===== config.mk =====
export PLATFORM = sky130hd
export DESIGN_NAME = ascii_decimal_to_uint_parser_flat
export DESIGN_NICKNAME = d
export VERILOG_FILES = /design/src/hw/rtl/adtu_pkg.sv /design/src/hw/rtl/adtu_char_if.sv /design/src/hw/rtl/adtu_res_if.sv /design/src/hw/rtl/adtu_cfg_if.sv /design/src/hw/rtl/adtu_accum.sv /design/src/hw/rtl/ascii_decimal_to_uint_parser.sv /design/src/flat_wrapper.sv
export SDC_FILE = /design/constraint.sdc
export NUM_CORES = 1
export LEC_CHECK = 0
export BUFFER_PORTS_ARGS = -buffer_cell sky130_fd_sc_hd__buf_2
export CORE_AREA = 5 5 149 222
export CTS_BUF_LIST = sky130_fd_sc_hd__clkbuf_2 sky130_fd_sc_hd__clkbuf_4 sky130_fd_sc_hd__clkbuf_8
export DETAILED_ROUTE_END_ITERATION = 10
export DIE_AREA = 0 0 154 227
export PLACE_DENSITY_LB_ADDON = 0.08
export SLEW_MARGIN = 20
export SYNTH_ARGS = -nofsm -noshare
export SYNTH_HDL_FRONTEND = slang
export SYNTH_SLANG_ARGS = --single-unit
export TNS_END_PERCENT = 5

===== constraint.sdc =====
create_clock -name clk -period 5.85 [get_ports clk]
set_input_delay 0.585 -clock clk [delete_from_list [all_inputs] [get_ports clk]]
set_output_delay 0.585 -clock clk [all_outputs]
set_load 0.02 [all_outputs]

===== src/hw/rtl/adtu_pkg.sv =====
// Package: shared types, character codes and helpers for the ASCII decimal parser.
package adtu_pkg;

	// Character codes that steer the parser.
	localparam logic [7:0] CH_NUL   = 8'h00;
	localparam logic [7:0] CH_LF    = 8'h0A;
	localparam logic [7:0] CH_CR    = 8'h0D;
	localparam logic [7:0] CH_SPACE = 8'h20;
	localparam logic [7:0] CH_ZERO  = 8'h30;
	localparam logic [7:0] CH_NINE  = 8'h39;

	// Widths of the value and of the narrow limit.
	localparam int unsigned NUM_W    = 64;
	localparam int unsigned NARROW_W = 32;

	// One byte handed to the accumulator.
	typedef struct packed {
		logic       fire;
		logic [7:0] ch;
	} step_t;

	// One parsed field.
	typedef struct packed {
		logic [NUM_W-1:0] number;
		logic             bad_field;
	} result_t;

	// True for the bytes that close a field.
	function automatic logic is_term(input logic [7:0] ch);
		return (ch == CH_NUL) || (ch == CH_LF) || (ch == CH_CR);
	endfunction

endpackage


===== src/hw/rtl/adtu_char_if.sv =====
// Interface: byte channel carrying one ASCII character per word.
interface adtu_char_if;
	logic       valid;
	logic       ready;
	logic [7:0] char_in;

	modport source (output valid, output char_in, input ready);
	modport sink   (input valid, input char_in, output ready);
endinterface


===== src/hw/rtl/adtu_res_if.sv =====
// Interface: result channel carrying one parsed field per word.
interface adtu_res_if;
	logic                          valid;
	logic                          ready;
	logic [adtu_pkg::NUM_W-1:0]    number;
	logic                          bad_field;

	modport source (output valid, output number, output bad_field, input ready);
	modport sink   (input valid, input number, input bad_field, output ready);
endinterface


===== src/hw/rtl/adtu_cfg_if.sv =====
// Interface: configuration write channel for the narrow result register.
interface adtu_cfg_if;
	logic valid;
	logic ready;
	logic narrow_result;

	modport source (output valid, output narrow_result, input ready);
	modport sink   (input valid, input narrow_result, output ready);
endinterface


===== src/hw/rtl/adtu_accum.sv =====
// Field accumulator: per-field state, multiply-by-ten update and result formation.
module adtu_accum (
	input  logic              clk,
	input  logic              arst_n,
	input  adtu_pkg::step_t   step,
	input  logic              narrow,
	output adtu_pkg::result_t result
);

	logic [adtu_pkg::NUM_W-1:0] acc_q;
	logic                       seen_q;
	logic                       trail_q;
	logic                       err_q;

	logic                       term;
	logic                       space;
	logic                       digit;
	logic [3:0]                 dval;
	logic [adtu_pkg::NUM_W+3:0] acc_ext;
	logic [adtu_pkg::NUM_W+3:0] prod;
	logic                       ovf;
	logic                       bad;

	// Classify the byte.
	always_comb begin
		term  = adtu_pkg::is_term(step.ch);
		space = (step.ch == adtu_pkg::CH_SPACE);
		digit = (step.ch inside {[adtu_pkg::CH_ZERO:adtu_pkg::CH_NINE]});
		dval  = 4'(step.ch - adtu_pkg::CH_ZERO);
	end

	// Times ten plus digit as shift-add, with four guard bits for true overflow.
	always_comb begin
		acc_ext = {4'b0000, acc_q};
		prod    = (acc_ext << 3) + (acc_ext << 1) + {{(adtu_pkg::NUM_W){1'b0}}, dval};
		ovf     = |prod[adtu_pkg::NUM_W+3:adtu_pkg::NUM_W];
	end

	// Result of the field as it stands; only used when a terminator arrives.
	always_comb begin
		bad = err_q || !seen_q ||
			(narrow && (|acc_q[adtu_pkg::NUM_W-1:adtu_pkg::NARROW_W]));
		result.bad_field = bad;
		result.number    = bad ? '1 : acc_q;
	end

	// Field state update, one byte per cycle while step.fire is set.
	always_ff @(posedge clk or negedge arst_n) begin
		if (!arst_n) begin
			acc_q   <= '0;
			seen_q  <= 1'b0;
			trail_q <= 1'b0;
			err_q   <= 1'b0;
		end else if (step.fire) begin
			if (term) begin
				acc_q   <= '0;
				seen_q  <= 1'b0;
				trail_q <= 1'b0;
				err_q   <= 1'b0;
			end else if (!err_q) begin
				if (space) begin
					if (seen_q) begin
						trail_q <= 1'b1;
					end
				end else if (trail_q) begin
					err_q <= 1'b1;
				end else begin
					seen_q <= 1'b1;
					if (!digit || ovf) begin
						err_q <= 1'b1;
					end else begin
						acc_q <= prod[adtu_pkg::NUM_W-1:0];
					end
				end
			end
		end
	end

endmodule


===== src/hw/rtl/ascii_decimal_to_uint_parser.sv =====
// Top level: ASCII decimal field parser with byte input, result output and config port.
// The parser takes one ASCII byte per cycle unless stalled and emits one result word for each
// field, when a NUL, LF or CR byte closes it; all other bytes produce nothing. Throughput is
// one byte per clock unless stalled, set by the combinational accumulator loop (multiply by
// ten as shift-add plus the overflow check). A byte is registered on entry and acted on from
// that input register; a result is loaded into the output register when its terminator
// advances out of it. Input bytes keep flowing while a result waits; only a terminator in the
// input register that finds the output register still occupied, and not taken in that cycle,
// stalls the input. narrow_result may only be changed while the block is idle.
module ascii_decimal_to_uint_parser (
	input  logic   clk,
	input  logic   arst_n,
	adtu_char_if.sink   char_stream,
	adtu_res_if.source  result_stream,
	adtu_cfg_if.sink    cfg
);

	logic              valid_s1;
	logic [7:0]        ch_s1;
	logic              term_s1;
	logic              advance;
	logic              narrow_q;
	logic              out_valid_q;
	adtu_pkg::result_t out_q;
	adtu_pkg::result_t field_res;
	adtu_pkg::step_t   step;

	// Stage one moves on unless it holds a terminator and the output is still full.
	always_comb begin
		term_s1           = adtu_pkg::is_term(ch_s1);
		advance           = valid_s1 && (!term_s1 || !out_valid_q || result_stream.ready);
		char_stream.ready = !valid_s1 || advance;
		step.fire         = advance;
		step.ch           = ch_s1;
	end

	// Input register.
	always_ff @(posedge clk or negedge arst_n) begin
		if (!arst_n) begin
			valid_s1 <= 1'b0;
		end else if (char_stream.ready) begin
			valid_s1 <= char_stream.valid;
		end
	end

	always_ff @(posedge clk) begin
		if (char_stream.ready && char_stream.valid) begin
			ch_s1 <= char_stream.char_in;
		end
	end

	// Configuration register, always ready.
	assign cfg.ready = 1'b1;

	always_ff @(posedge clk or negedge arst_n) begin
		if (!arst_n) begin
			narrow_q <= 1'b0;
		end else if (cfg.valid) begin
			narrow_q <= cfg.narrow_result;
		end
	end

	// Field accumulator.
	adtu_accum u_accum (
		.clk    (clk),
		.arst_n (arst_n),
		.step   (step),
		.narrow (narrow_q),
		.result (field_res)
	);

	// Output register: loaded by a terminator, freed when the word is taken.
	always_ff @(posedge clk or negedge arst_n) begin
		if (!arst_n) begin
			out_valid_q <= 1'b0;
		end else if (advance && term_s1) begin
			out_valid_q <= 1'b1;
		end else if (result_stream.ready) begin
			out_valid_q <= 1'b0;
		end
	end

	always_ff @(posedge clk) begin
		if (advance && term_s1) begin
			out_q <= field_res;
		end
	end

	assign result_stream.valid     = out_valid_q;
	assign result_stream.number    = out_q.number;
	assign result_stream.bad_field = out_q.bad_field;

`ifndef SYNTHESIS
	// A terminator that leaves stage one always lands in the output register.
	a_term_lands: assert property (@(posedge clk) disable iff (!arst_n)
		(advance && term_s1) |=> out_valid_q)
		else $error("terminator advanced but no result was registered");

	// A bad field always reports an all-ones number.
	a_bad_all_ones: assert property (@(posedge clk) disable iff (!arst_n)
		(out_valid_q && out_q.bad_field) |-> (&out_q.number))
		else $error("bad field without all-ones number");

	// A waiting result is never overwritten before it is taken.
	a_no_overwrite: assert property (@(posedge clk) disable iff (!arst_n)
		(out_valid_q && !result_stream.ready) |-> !(advance && term_s1))
		else $error("pending result overwritten");
`endif

endmodule

===== src/flat_wrapper.sv =====
// flat-port wrapper written by rule: the top's interface ports become plain ports
module ascii_decimal_to_uint_parser_flat 
  (clk, arst_n, char_stream_valid, char_stream_char_in, char_stream_ready, result_stream_valid, result_stream_number, result_stream_bad_field, result_stream_ready, cfg_valid, cfg_narrow_result, cfg_ready);
  adtu_char_if char_stream_i ();
  adtu_res_if result_stream_i ();
  adtu_cfg_if cfg_i ();
  input  logic clk;
  input  logic arst_n;
  input wire logic [$bits(char_stream_i.valid)-1:0] char_stream_valid;
  input wire logic [$bits(char_stream_i.char_in)-1:0] char_stream_char_in;
  output wire logic [$bits(char_stream_i.ready)-1:0] char_stream_ready;
  output wire logic [$bits(result_stream_i.valid)-1:0] result_stream_valid;
  output wire logic [$bits(result_stream_i.number)-1:0] result_stream_number;
  output wire logic [$bits(result_stream_i.bad_field)-1:0] result_stream_bad_field;
  input wire logic [$bits(result_stream_i.ready)-1:0] result_stream_ready;
  input wire logic [$bits(cfg_i.valid)-1:0] cfg_valid;
  input wire logic [$bits(cfg_i.narrow_result)-1:0] cfg_narrow_result;
  output wire logic [$bits(cfg_i.ready)-1:0] cfg_ready;
  assign char_stream_i.valid = char_stream_valid;
  assign char_stream_i.char_in = char_stream_char_in;
  assign char_stream_ready = char_stream_i.ready;
  assign result_stream_valid = result_stream_i.valid;
  assign result_stream_number = result_stream_i.number;
  assign result_stream_bad_field = result_stream_i.bad_field;
  assign result_stream_i.ready = result_stream_ready;
  assign cfg_i.valid = cfg_valid;
  assign cfg_i.narrow_result = cfg_narrow_result;
  assign cfg_ready = cfg_i.ready;
  ascii_decimal_to_uint_parser u_core (.clk(clk), .arst_n(arst_n), .char_stream(char_stream_i), .result_stream(result_stream_i), .cfg(cfg_i));
endmodule

==> reports/results.ini <==
[critical_path]
critPathLaunch = u_core.u_accum.acc_q[0]
rrSetupSlack_ps = 1120
crit_arrival_ps = 5110
regToRegEndpoint = u_core.u_accum.acc_q[41]
cp-end-kind = flip-flop
path_delay_family = compound AO/OA/AOI/OAI gates
crit_type = flip-flop to flip-flop
cpMaxStageDelayCell = a2111oi_0
rr_startpoint = u_core.u_accum.acc_q[0]
worst-r2r-cell-count = 15
cp.depth = 15
cp.buffers_inverters = 3
endpoint = u_core.u_accum.acc_q[41]
cp_cell_sequence = inv_1, fa_1, inv_1, ha_1, a211oi_1, o211ai_1, a21oi_1, a2111oi_0, o211ai_1, a31oi_1, a21oi_1, xnor2_1, nor4_4, buf_4, mux2_4
crit_required_ps = 6230
cpPeakStageDelay_ps = 690
cp_max_fo = 35
cp-start-kind = flip-flop

[timing]
period_minus_slack_ps = 4730
setup_viol = 0
hold_viol_final = 0
fin_crit_sh_pct = 80.9
setup-tns-final_ps = 0
fin_worst_skew_ps = 14.9
tightest_slew_ps = 1060
worst_slew_margin_rel_pct = 29.0
final_max_slew_viol_count = 0
finalWorstSetupSlack_ps = 1120
rsz0062_at_grt = no
fmax_ghz = 0.211

[place]
place.gp.congestion = 0.836
placed_area_um2 = 11200
io_buffers = 80
dpl_worst_slack_ps = 1130
dp.final_hpwl_mm = 22.0

[power_and_ir_drop]
p_clk_share_pct = 43.3
internal_power_uw = 1500
seq_power_share_pct = 54.9
powerDensity_nw_per_um2 = 167
peakVddDrop_v = 0.000131
swShare_pct = 22.2
leakagePower_uw = 0.00470
netSwitchingPower_uw = 429
power_frac_comb_pct = 1.8

[cells_and_area]
area_growth_pct = 8.99
fin_area_um2 = 11600
fin_nets = 1298
antenna_cells_inserted = 0
filler_cell_count = 3212
drive_gt1_share_pct = 17.0

[synth]
yosysTopAreaCell = edfxtp_1
synthTopCellsByArea = edfxtp_1 21%, dfrtp_1 16%, ha_1 15%
yosysUniqueCellTypes = 66
synthArstFlopShare_pct = 49.0
ys_seq_elements = 143
syn_inst = 1101
ys_seq_area_share_pct = 37.0
ys_warn_count = 0
synth.cell_area_um2 = 10600
synth_fp_nets = 1244
synthTopCellsByCount = 175 x nand2_1, 127 x ha_1, 88 x a21oi_1
yosysMostFrequentCell = nand2_1
ys.flop_type = edfxtp_1
syn_avg_cell_area_um2 = 9.67
synth_edf_count = 73
yosys.area.top_type_share_pct = 20.6

[die]
coreArea_um2 = 30800
die_w_um = 154
start_util_pct = 34.5
dieArea_um2 = 35000
rows = 79
die_h_um = 227
ios = 82

[drt]
num_vias = 8208
first_pass_iters = 5
drt_first_iter_violations = 390
drtAntennaViolNets = 0
finalWirelength_mm = 28.9
wl_per_cell_um = 18.4
drc_errors = 0
via_per_inst = 5.22

[clock_network]
path_clk_slew_ps = 80
tritoncts = done
cts_resized = 0
cts_hold_buf = 0
clockRootBuffer = clkbuf_8
clk_latency_ps = 500
cts.path.max_buffers = 2
post-cts-setup-buffers = 0
htreeDepth = 4
cts_inserted_buffers = 17
cts.sinks = 143

[min_path]
hold_path.class = input pin to asynchronous set/reset pin

[global_routing]
grt_pass1_vias = 8658
grt_pass1_wl_mm = 46.4
grt_max_degree = 71
grtUsageTotal_pct = 16.7
grt_overflow_total = 0
antenna_found_initial = 0

[job]
maxCapViolations = 0

[outcome]
status = completed

==> cells in the final DEF (no fill, tap or decap), drive strengths merged, types with 4 or more instances in the layout <==
master and instances:
nor2 46, inv 22, buf 88, a21oi 88, dfrtp 70, edfxtp 73
nand3 18, or2 67, mux2i 63, a211o 5, o21ai 51, clkbuf 20
ha 127, or4 4, nand2b 10, nand2 175, a21o 22, o21a 10
o21bai 9, nor3 15, a211oi 9, o31ai 5, and2 5, a31oi 7
clkinv 7, nand4 25, nor4 13, o211ai 7, xnor2 33, xor2 26
or3 6
==> state kept, by name, indices dropped and copies added, names as in the netlist <==
signal and flops:
u_core.u_accum.trail_q 1, u_core.result_stream.bad_field 1, u_core.u_accum.err_q 1, u_core.result_stream.number 64
u_core.result_stream.valid 1, u_core.u_accum.seen_q 1, u_core.ch_s1 8, u_core.narrow_q 1
u_core.u_accum.acc_q 64, u_core.valid_s1 1
==> power groups by stage <==
stage / Sequential (µW) / Combinational, µW / Clock (µW)
after global placement: 1080 / 35.0 / 0
after floorplan: 1080 / 14.9 / 0
after CTS: 1060 / 35.2 / 874
final: 1060 / 34.0 / 838
after detailed placement: 1080 / 35.1 / 0
after global routing: 1060 / 39.7 / 912
==> worst min-delay path by stage <==
stage / from / to / slack, ps / depth (start not counted)
3_3_place_gp: u_core.u_accum.trail_q / u_core.u_accum.trail_q / 470 / 2
2_1_floorplan: arst_n / u_core.narrow_q / 290 / 0
3_5_place_dp: u_core.u_accum.trail_q / u_core.u_accum.trail_q / 480 / 2
5_1_grt: arst_n / u_core.u_accum.acc_q[1] / 160 / 1
6_report: arst_n / u_core.u_accum.acc_q[0] / 130 / 1
4_1_cts: char_stream_char_in[7] / u_core.ch_s1[7] / 210 / 1
==> per-stage QoR <==
step / total power [µW] / utilization [%] / hold WS (ps) / instances
2_1_floorplan: 1100 / - / 289 / 1101
3_3_place_gp: 1120 / 36.3 / 474 / 1541
3_5_place_dp: 1120 / 36.3 / 484 / 1541
4_1_cts: 1970 / 37.6 / 208 / 1573
5_1_grt: 2010 / 37.6 / 164 / 1573
6_report: 1930 / 37.6 / 129 / 1573
==> routing by layer <==
layer | share of wire (%) | track usage [%] | wire length [µm]
met1 | 41 | 18.6 | 11800
met5 | 0 | 0 | 0
met3 | 2.7 | 2.80 | 772
met4 | 2.1 | 5.84 | 612
met2 | 54 | 31.8 | 15600
==> cell type report <==
class | instances | area (µm²) | share of cell area (%)
multi-input combinational | 884 | 6200 | 53.5
sequential | 143 | 3940 | 34.0
tap | 405 | 507 | 4.37
timing repair buffer | 88 | 467 | 4.02
clock buffer | 20 | 263 | 2.26
clock inverter | 12 | 141 | 1.22
inverter | 21 | 78.8 | 0.679
==> cell families (layout without fill, tap and decap cells) <==
logic type | after synthesis | after routing | synth area share, %
buf+inv | 74 | 141 | 4.77
compound gates | 234 | 234 | 13.7
other cells | 1 | 1 | 0.0352
flops | 143 | 143 | 37.0
fa+ha+maj | 129 | 129 | 15.3
simple gates | 396 | 396 | 18.1
xor+xnor | 59 | 59 | 4.85
mux | 65 | 65 | 6.17
No activity file was read; power rests on OpenSTA's default activity.
